**config.mk**
```make
export PLATFORM = sky130hd
export DESIGN_NAME = relay_switch_guard_timer_unit
export DESIGN_NICKNAME = d
export VERILOG_FILES = /design/src/rtl/core/rsgt_pkg.sv /design/src/rtl/core/rsgt_step.sv /design/src/rtl/core/relay_switch_guard_timer_unit.sv
export SDC_FILE = /design/constraint.sdc
export NUM_CORES = 1
export LEC_CHECK = 0
export ABC_CLOCK_PERIOD_IN_PS = 8700
export BUFFER_PORTS_ARGS = -buffer_cell sky130_fd_sc_hd__buf_4
export CORE_MARGIN = 1.5
export CORE_UTILIZATION = 27
export DETAILED_ROUTE_END_ITERATION = 7
export PLACE_DENSITY = 0.52
export SYNTH_ARGS = -nofsm -noshare
export SYNTH_HDL_FRONTEND = slang
export SYNTH_HIERARCHICAL = 1
export SYNTH_SLANG_ARGS = --single-unit
```
**constraint.sdc**
```tcl
create_clock -name aclk -period 8.7 [get_ports aclk]
set_input_delay 1.305 -clock aclk [delete_from_list [all_inputs] [get_ports aclk]]
set_output_delay 1.305 -clock aclk [all_outputs]
set_load 0.01 [all_outputs]
```
**src/rtl/core/rsgt_pkg.sv**
```systemverilog
// ----------------------------------------------------------------------------
// rsgt_pkg
// Shared types and constants for the relay switch guard timer.
// ----------------------------------------------------------------------------
`default_nettype none

package rsgt_pkg;

    localparam int TIME_BITS     = 32;
    localparam int SECONDS_BITS  = 23;
    localparam int MS_PER_SECOND = 1000;
    localparam int PROD_BITS     = SECONDS_BITS + 10;

    typedef logic [TIME_BITS-1:0]    time_t;
    typedef logic [SECONDS_BITS-1:0] seconds_t;

    typedef enum logic [2:0] {
        CMD_TICK      = 3'd0,
        CMD_ON        = 3'd1,
        CMD_OFF       = 3'd2,
        CMD_TOGGLE    = 3'd3,
        CMD_TIMED_ON  = 3'd4,
        CMD_TIMED_OFF = 3'd5
    } cmd_t;

    typedef enum logic [1:0] {
        DRIVE_NONE = 2'd0,
        DRIVE_ON   = 2'd1,
        DRIVE_OFF  = 2'd2
    } drive_t;

    typedef struct packed {
        logic  relay_on;
        logic  hold_active;
        logic  last_valid;
        time_t last_ms;
        time_t hold_len_ms;
        logic  saved_store;
    } state_t;

    typedef struct packed {
        logic   accepted;
        drive_t drive_action;
        logic   drive_store;
        logic   relay_is_on;
        logic   hold_running;
    } result_t;

endpackage

`default_nettype wire

```
**src/rtl/core/rsgt_step.sv**
```systemverilog
// ----------------------------------------------------------------------------
// rsgt_step
// Next-state and result logic for one command against the relay state.
// ----------------------------------------------------------------------------
`default_nettype none

module rsgt_step (
    input  rsgt_pkg::state_t   state,
    input  rsgt_pkg::time_t    min_toggle_ms,
    input  logic [2:0]         command,
    input  rsgt_pkg::time_t    now_ms,
    input  rsgt_pkg::seconds_t hold_seconds,
    input  logic               store_flag,
    output rsgt_pkg::state_t   state_next,
    output rsgt_pkg::result_t  result
);

    rsgt_pkg::time_t                   elapsed;
    logic                              guard_ok;
    logic [rsgt_pkg::PROD_BITS-1:0]    hold_prod;
    logic                              do_switch;
    logic                              target;
    logic                              drv_store;

    assign elapsed   = now_ms - state.last_ms;
    assign guard_ok  = !state.hold_active && (!state.last_valid || (elapsed > min_toggle_ms));
    assign hold_prod = rsgt_pkg::PROD_BITS'(hold_seconds)
                     * rsgt_pkg::PROD_BITS'(rsgt_pkg::MS_PER_SECOND);

    always_comb begin
        state_next = state;
        do_switch  = 1'b0;
        target     = 1'b0;
        drv_store  = 1'b0;
        unique case (rsgt_pkg::cmd_t'(command)) inside
            rsgt_pkg::CMD_TICK: begin
                // expired hold: guard cleared, revert always goes through
                if (state.hold_active && (elapsed > state.hold_len_ms)) begin
                    do_switch              = 1'b1;
                    target                 = !state.relay_on;
                    drv_store              = state.saved_store;
                    state_next.hold_active = 1'b0;
                    state_next.hold_len_ms = '0;
                    state_next.saved_store = 1'b0;
                end
            end
            rsgt_pkg::CMD_ON, rsgt_pkg::CMD_OFF, rsgt_pkg::CMD_TOGGLE: begin
                do_switch = guard_ok;
                target    = (command == rsgt_pkg::CMD_ON) ||
                            ((command == rsgt_pkg::CMD_TOGGLE) && !state.relay_on);
                drv_store = store_flag;
            end
            rsgt_pkg::CMD_TIMED_ON, rsgt_pkg::CMD_TIMED_OFF: begin
                target    = (command == rsgt_pkg::CMD_TIMED_ON);
                drv_store = store_flag;
                if (guard_ok && (state.relay_on != target)) begin
                    do_switch              = 1'b1;
                    state_next.hold_active = 1'b1;
                    state_next.hold_len_ms = hold_prod[rsgt_pkg::TIME_BITS-1:0];
                    state_next.saved_store = store_flag;
                end
            end
            default: begin
            end
        endcase

        if (do_switch) begin
            state_next.relay_on   = target;
            state_next.last_ms    = now_ms;
            state_next.last_valid = 1'b1;
        end

        result.accepted     = do_switch;
        result.drive_action = !do_switch ? rsgt_pkg::DRIVE_NONE :
                              (target ? rsgt_pkg::DRIVE_ON : rsgt_pkg::DRIVE_OFF);
        result.drive_store  = do_switch && drv_store;
        result.relay_is_on  = state_next.relay_on;
        result.hold_running = state_next.hold_active;
    end

endmodule

`default_nettype wire

```
**src/rtl/core/relay_switch_guard_timer_unit.sv**
```systemverilog
// ----------------------------------------------------------------------------
// relay_switch_guard_timer_unit
// Relay controller with anti-chatter guard and timed auto-revert.
// ----------------------------------------------------------------------------
// channel   | direction | handshake          | payload
// s_        | in        | s_valid / s_ready  | command, now_ms, hold_seconds, store_flag
// m_        | out       | m_valid / m_ready  | accepted, drive_action, drive_store,
//           |           |                    | relay_is_on, hold_running
// cfg_      | in        | cfg_wr_en          | cfg_wr_data (min_toggle_ms)
//
// One item per cycle while m_ is not stalled. An input transfer lands in the
// input register; from there it is evaluated against the relay state and
// written to the result register when that register advances, and presented
// on m_. Stall on m_ holds the result register and then the input register.
// Synchronous reset clears the relay state, guard, hold and both valid flags.
// ----------------------------------------------------------------------------
`default_nettype none

module relay_switch_guard_timer_unit (
    input  wire                        aclk,
    input  wire                        aresetn,
    input  wire                        cfg_wr_en,
    input  wire  [31:0]                cfg_wr_data,
    input  wire                        s_valid,
    output logic                       s_ready,
    input  wire  [2:0]                 s_command,
    input  wire  [31:0]                s_now_ms,
    input  wire  [22:0]                s_hold_seconds,
    input  wire                        s_store_flag,
    output logic                       m_valid,
    input  wire                        m_ready,
    output logic                       m_accepted,
    output logic [1:0]                 m_drive_action,
    output logic                       m_drive_store,
    output logic                       m_relay_is_on,
    output logic                       m_hold_running
);

    rsgt_pkg::time_t    min_toggle_reg;
    rsgt_pkg::state_t   state_reg;
    rsgt_pkg::state_t   state_next;
    rsgt_pkg::result_t  result_next;
    rsgt_pkg::result_t  result_reg;

    logic               in_vld_reg;
    logic [2:0]         cmd_reg;
    rsgt_pkg::time_t    now_reg;
    rsgt_pkg::seconds_t secs_reg;
    logic               store_reg;
    logic               out_vld_reg;
    logic               advance;

    assign advance = !out_vld_reg || m_ready;
    assign s_ready = !in_vld_reg || advance;

    rsgt_step u_step (
        .state         (state_reg),
        .min_toggle_ms (min_toggle_reg),
        .command       (cmd_reg),
        .now_ms        (now_reg),
        .hold_seconds  (secs_reg),
        .store_flag    (store_reg),
        .state_next    (state_next),
        .result        (result_next)
    );

    always_ff @(posedge aclk) begin
        if (!aresetn) begin
            min_toggle_reg <= '0;
        end else if (cfg_wr_en) begin
            min_toggle_reg <= cfg_wr_data;
        end
    end

    always_ff @(posedge aclk) begin
        if (!aresetn) begin
            in_vld_reg <= 1'b0;
        end else if (s_ready) begin
            in_vld_reg <= s_valid;
        end
    end

    always_ff @(posedge aclk) begin
        if (s_valid && s_ready) begin
            cmd_reg   <= s_command;
            now_reg   <= s_now_ms;
            secs_reg  <= s_hold_seconds;
            store_reg <= s_store_flag;
        end
    end

    always_ff @(posedge aclk) begin
        if (!aresetn) begin
            state_reg   <= '0;
            out_vld_reg <= 1'b0;
        end else if (advance) begin
            out_vld_reg <= in_vld_reg;
            if (in_vld_reg) begin
                state_reg <= state_next;
            end
        end
    end

    always_ff @(posedge aclk) begin
        if (advance && in_vld_reg) begin
            result_reg <= result_next;
        end
    end

    assign m_valid        = out_vld_reg;
    assign m_accepted     = result_reg.accepted;
    assign m_drive_action = result_reg.drive_action;
    assign m_drive_store  = result_reg.drive_store;
    assign m_relay_is_on  = result_reg.relay_is_on;
    assign m_hold_running = result_reg.hold_running;

endmodule

`default_nettype wire
```
==> metrics.md, run 1 <==
| Metric | Value |
|---|---|
| Core Region | around 0.050 sq mm |
| Gpl congestion | between 0.8 and 0.9 |
| DR iter-0 viols | 477 |
| Setup-failing EPs final | 0 |
| Unique cell type count in the Yosys netlist | 67 |
| Max_cap viols | 0 |
| Final period utilization | 0.764 |
| Clock group share of total power | 0.210 |
| Pins Over Slew Limit | 0 |
| Psw | around 1.4 mW |
| Design Area, Final | between 0.015 and 0.02 sq mm |
| Vias per inst | between 4 and 5 |
| Crit path kind | register to register |
| ANT cells | 0 |
| Gate power share | 0.534 |
| Fillers | approximately 5200 |
| Yosys reg bits | 167 |
| Worst hold slack | roughly 460 ps |
| Slowest cell on the critical path | a2111oi_1 |
| CP required | about 9000 ps |
| Placed insts | 2137 |
| Total CTS buffers | 17 |
| DR DRC count | 0 |
| Top_reg_cell synth | dfxtp_1 |
| Finished Layout Cells | 2169 |
| # IOs | 104 |
| Htree depth | 4 |
| CP endpoint kind | register |
| Via count | a little under 10000 |
| CP cell instances | inv_1 -> ha_1 -> inv_1 -> fa_1 -> a211oi_1 -> o211ai_1 -> and3_1 -> a2111oi_1 -> o31ai_1 -> a21o_1 -> a21oi_1 -> xnor2_1 -> ha_1 -> nand3_1 -> nor4_1 -> nand2_1 -> a31oi_1 -> o21ai_1 -> o21ai_4 -> buf_4 -> mux2_1 -> nand2_1 -> mux2i_1 |
| P&R area growth vs syn | 14.1% |
| Post-DP HPWL | approximately 25 mm |
| CP startpoint kind | register |
| CP bufs+invs | 3 |
| Worst setup margin | 2050 ps |
| WL per Instance | around 15 um |
| Pre-CTS setup slack | about 2300 ps |
| Routed WL | ~32 mm |
| Setup Total Neg Slack | 0 ps |
| # rows | between 80 and 90 |
| Post-synth top area share | 0.148 |
| Synth area leader | dfxtp_1 |
| Share of layout cells above drive strength 1 | 0.114 |
| Synth async-reset ratio | 0 |
| Per-instance average area after synthesis | ~10 sq um |
| PD cells | about 220 mW/mm^2 |
| Clock Path Buffers | 2 |
| P_int | ~2.1 mW |
| TritonRoute pass-1 iters | 5 |
| CTS tree | yes |
| Root buf cell | clkbuf_16 |
| Placed inst area | around 0.015 sq mm |
| Worst Skew | around 10 ps |
| Commonest non-fill, non-tap cell in the layout | nand2_1 |
| Max rail drop VDD | roughly 0.00013 V |
| Crit path largest cell delay | approximately 700 ps |
| Most frequent cells in the layout | nand2_1 (181), inv_1 (178), ha_1 (158) |
| RSZ-0062 raised after global routing | false |
| Clock transition at path regs | 70 ps |
| Largest net degree at the start of global routing | a little over 90 |
| Post-Route Utilization | 0.312 |
| # hold bufs at CTS | 0 |
| Initial antenna violation count | 0 |
| FMAX | approximately 150 MHz |
| Fin nets | 1821 |
| Post-CTS Setup Bufs | 0 |
| Leak Pwr | 6.50 nW |
| Synth Cell Area | 0.0138 sq mm |
| Min Clock Period, post-route | between 6000 and 7000 ps |
| Largest delay share family, worst path | compound AO/OA/AOI/OAI gates |
| EDFF count, synth | 65 |
| Slew Limit Headroom | 0.384 |
| Detail Route Antenna Nets | 0 |
| Die Width | between 200 and 250 um |
| Sink Count | ~170 |
| Sequential power share | 0.257 |
| Max FFs per register | just under 70 |
| Vias in the first global route | approximately 10000 |
| # resized after CTS | 0 |
| Starting Density | 0.274 |
| Area contributors post-synth | dfxtp_1 (15%), ha_1 (14%), edfxtp_1 (14%), fa_1 (12%), mux2i_1 (7.3%) |
| Die ar. | between 0.05 and 0.06 sq mm |
| Arrival @ worst endpoint | 6940 ps |
| Grt ovf | 0 |
| Outcome | finished clean |
| Part of the Yosys area used for sequential elements | 0.290 |
| Overall power | 3.52 mW |
| Cell count after synthesis | between 1000 and 1500 |
| Worst skew pair latency | ~450 ps |
| First-pass GRT wire length | around 53 mm |
| Syn nets | 1741 |
| # port buffers | just over 100 |
| Yosys warning count | 6 |
| Switching share of power | 0.406 |
| Hold WC Path Type | register to register |
| CP max FO | 33 |
| Global Route Usage Sum | 0.128 |
| Least-Margin Pin Slew | between 900 and 1000 ps |
| Hold Vio Cnt, Final | 0 |
| Die height | around 230 um |
power groups by stage:
stage | sequential [mW] | combinational [mW] | clock (mW)
finish | 0.903 | 1.88 | 0.737
global placement | 0.919 | 1.87 | 0
floorplan | 0.906 | 1.48 | 0
CTS | 0.903 | 1.91 | 0.769
global route | 0.910 | 2.17 | 0.797
detailed placement | 0.921 | 1.89 | 0
worst min-delay path, stage by stage (launching register included):
cell	delay, ps
dfxtp_1	310
nand2_1	50
mux2i_1	50
cell usage after synthesis (all sizes together), types with 18 or more instances:
master and count:
edfxtp 65, nor2 35, a21o 40, buf 31, ha 158, mux2i 101
o21ai 28, nand3 18, mux2 33, xnor2 35, a22o 19, nor2b 45
fa 83, inv 178, a21oi 70, dfxtp 102, xor2 18, nand2 181
per-layer routing:
layer  global-route usage  vias to the layer above  wire, um
li1                     -                     4987         -
met1                0.172                     4719     15700
met2                0.212                      129     15200
met3               0.0218                       20       923
met4               0.0317                        0       361
met5                    0                        -         0
cell families (layout without fill, tap and decap cells):
logic type,after synthesis,count (layout),share of synthesized area
xor gates and xnor gates,53,53,0.0337
AOI/OAI and AO/OA,242,242,0.118
muxes,134,134,0.108
adders and majority gates,241,241,0.264
buffers and inverters,225,318,0.0692
DFF,167,167,0.290
and+or+nand+nor,342,342,0.117
path summary, 6_finish.rpt:
kind / to / slack (ps) / start / depth (start not counted)
hold reg to reg: state_reg[17] / 460 / state_reg[17] / 2
hold / removal: state_reg[17] / 460 / state_reg[17] / 2
setup reg to reg: state_reg[37] / 2050 / now_reg[0] / 23
setup / recovery: state_reg[37] / 2050 / now_reg[0] / 23
layout make-up:
type	count	area (sq um)	share of cell area
clock buffers	20	468	0.0298
clock inverters	12	90.1	0.00574
inverters	178	668	0.0426
multi-input cells	1012	8820	0.562
flip-flops and latches	167	3990	0.254
well taps	672	841	0.0536
repair buffers	108	811	0.0517
No activity file was read; power rests on OpenSTA's default activity.
==> inputs of run 2 (changes only) <==
Settings changed: ABC_CLOCK_PERIOD_IN_PS 8700 to 5400, PLACE_DENSITY 0.52 to 0.54.
Clock period 8.7 ns to 5.4 ns, I/O delays scaled along.
==> metrics.md, run 2 (synthesis results as in run 1) <==
| Metric | Value |
|---|---|
| Initial antenna violation count | 0 |
| Via count | approximately 10000 |
| TritonRoute pass-1 iters | 5 |
| First-pass GRT wire length | about 54 mm |
| Post-Route Utilization | 0.327 |
| Vias in the first global route | between 10000 and 15000 |
| Min Clock Period, post-route | between 5000 and 6000 ps |
| CP startpoint kind | register |
| P_int | roughly 3.7 mW |
| CP endpoint kind | register |
| Setup-failing EPs final | 0 |
| Htree depth | 4 |
| FF-to-FF Start | secs_reg[6] |
| Max FFs per register | 68 |
| Arrival @ worst endpoint | about 5400 ps |
| Hold Vio Cnt, Final | 0 |
| FMAX | roughly 200 MHz |
| # hold bufs at CTS | 0 |
| Routed WL | 33.2 mm |
| Clock Path Buffers | 2 |
| Detail Route Antenna Nets | 0 |
| DR iter-0 viols | between 500 and 600 |
| Reg area | 0.00400 sq mm |
| Fin nets | 1874 |
| Clock transition at path regs | approximately 70 ps |
| Largest net degree at the start of global routing | ~120 |
| Die ar. | approximately 0.052 sq mm |
| # port buffers | 103 |
| Hold path start | state_reg[17] |
| CP max FO | 5 |
| Fillers | 5148 |
| Die Width | around 230 um |
| CP cell instances | buf_4 -> buf_4 -> fa_1 -> fa_1 -> inv_1 -> fa_1 -> fa_1 -> inv_1 -> ha_1 -> buf_4 -> and2_2 -> o211ai_1 -> a21oi_2 -> a2111oi_2 -> buf_4 -> nor2_2 -> a2111oi_4 -> a2111oi_2 -> a22o_1 -> nand2_1 -> mux2i_1 |
| Outcome | finished clean |
| Multi-input gate area | 0.00904 sq mm |
| Switching share of power | 0.400 |
| WL per Instance | 14.9 um |
| Pins Over Slew Limit | 0 |
| Clock group share of total power | 0.199 |
| Crit path kind | register to register |
| Leak Pwr | roughly 6.8 nW |
| Setup crit start | secs_reg[6] |
| PD cells | between 300 and 400 mW/mm^2 |
| Max rail drop VDD | around 0.00026 V |
| Gpl congestion | ~0.85 |
| Most frequent cells in the layout | nand2_1 (180), inv_1 (177), buf_4 (154), ha_1 (154) |
| Crit path largest cell delay | around 520 ps |
| Final period utilization | 0.948 |
| DR DRC count | 0 |
| CTS tree | yes |
| Sequential power share | 0.236 |
| Design Area, Final | around 0.016 sq mm |
| Die height | about 230 um |
| Psw | about 2.5 mW |
| Grt ovf | 0 |
| Core Region | 0.0503 sq mm |
| Slew Limit Headroom | 0.232 |
| Least-Margin Pin Slew | approximately 1200 ps |
| Hold WC Path Type | register to register |
| Global Route Usage Sum | 0.130 |
| Root buf cell | clkbuf_16 |
| CP required | ~5700 ps |
| P&R area growth vs syn | 19.3% |
| Commonest non-fill, non-tap cell in the layout | nand2_1 |
| Gate power share | 0.566 |
| Vias per inst | 4.60 |
| # IOs | roughly 100 |
| Worst skew pair latency | around 450 ps |
| Share of layout cells above drive strength 1 | 0.171 |
| # rows | just over 80 |
| Starting Density | 0.274 |
| Post-DP HPWL | 25.4 mm |
| Placed inst area | approximately 0.016 sq mm |
| Slowest cell on the critical path | fa_1 |
| Worst Skew | between 9 and 10 ps |
| Sink Count | approximately 170 |
| Max_cap viols | 0 |
| Total CTS buffers | 17 |
| ANT cells | 0 |
==> run 2: repair_timing <==
action / CTS / global route
endpoints found under the setup margin: 42 / 72
pin swaps: 0 / 19
endpoints found under the hold margin: 0 / 0
gates resized for setup: 3 / 46
gates cloned: 0 / 2
buffers inserted: 0 / 8
==> run 2: per-layer routing <==
layer,up-vias,routed length (um),GRT usage
met5,-,0,0
met4,0,512,0.0344
met3,25,1040,0.0233
met2,150,15700,0.214
met1,4956,16000,0.175
li1,5090,-,-
==> run 2: path summary, 6_finish.rpt <==
kind	slack, ps	endpoint	depth (start not counted)
setup / recovery	280	state_reg[27]	21
setup reg to reg	280	state_reg[27]	21
hold / removal	460	state_reg[17]	2
hold reg to reg	460	state_reg[17]	2
==> run 2: cell type report <==
| cell class | instances | share of cell area |
|---|---|---|
| Clock buffer | 21 | 0.0300 |
| Clock inverter | 11 | 0.00503 |
| Tap cell | 672 | 0.0512 |
| Timing Repair Buffer | 161 | 0.0795 |
| Sequential cell | 167 | 0.243 |
| Inverter | 178 | 0.0407 |
| Multi-Input combinational cell | 1012 | 0.550 |
==> run 2: stage by stage <==
stage	setup WS, ps	power (mW)	std cells	hold WS (ps)	TNS (ps)
floorplan	442	3.85	1404	435	0
global placement	138	4.70	2180	442	0
detailed placement	-5.45	4.73	2180	450	-5.45
CTS	7.69	6.01	2212	460	0
global route	-28.8	6.74	2222	492	-56.2
finish	283	6.14	2222	459	0
==> run 2: critical path: cells and delay by family (launching register included) <==
family	cells	cell delay (ps)
DFF	1	430
AOI/OAI and AO/OA	6	1270
muxes	1	70
adders and majority gates	5	2200
and+or+nand+nor	3	310
buffers and inverters	6	720
==> run 2: power by group through the flow <==
stage | Sequential [mW] | Combinational [mW] | Clock [mW]
floorplan | 1.46 | 2.39 | 0
global placement | 1.47 | 3.23 | 0
detailed placement | 1.48 | 3.26 | 0
CTS | 1.45 | 3.29 | 1.27
global route | 1.46 | 3.96 | 1.33
finish | 1.45 | 3.47 | 1.22
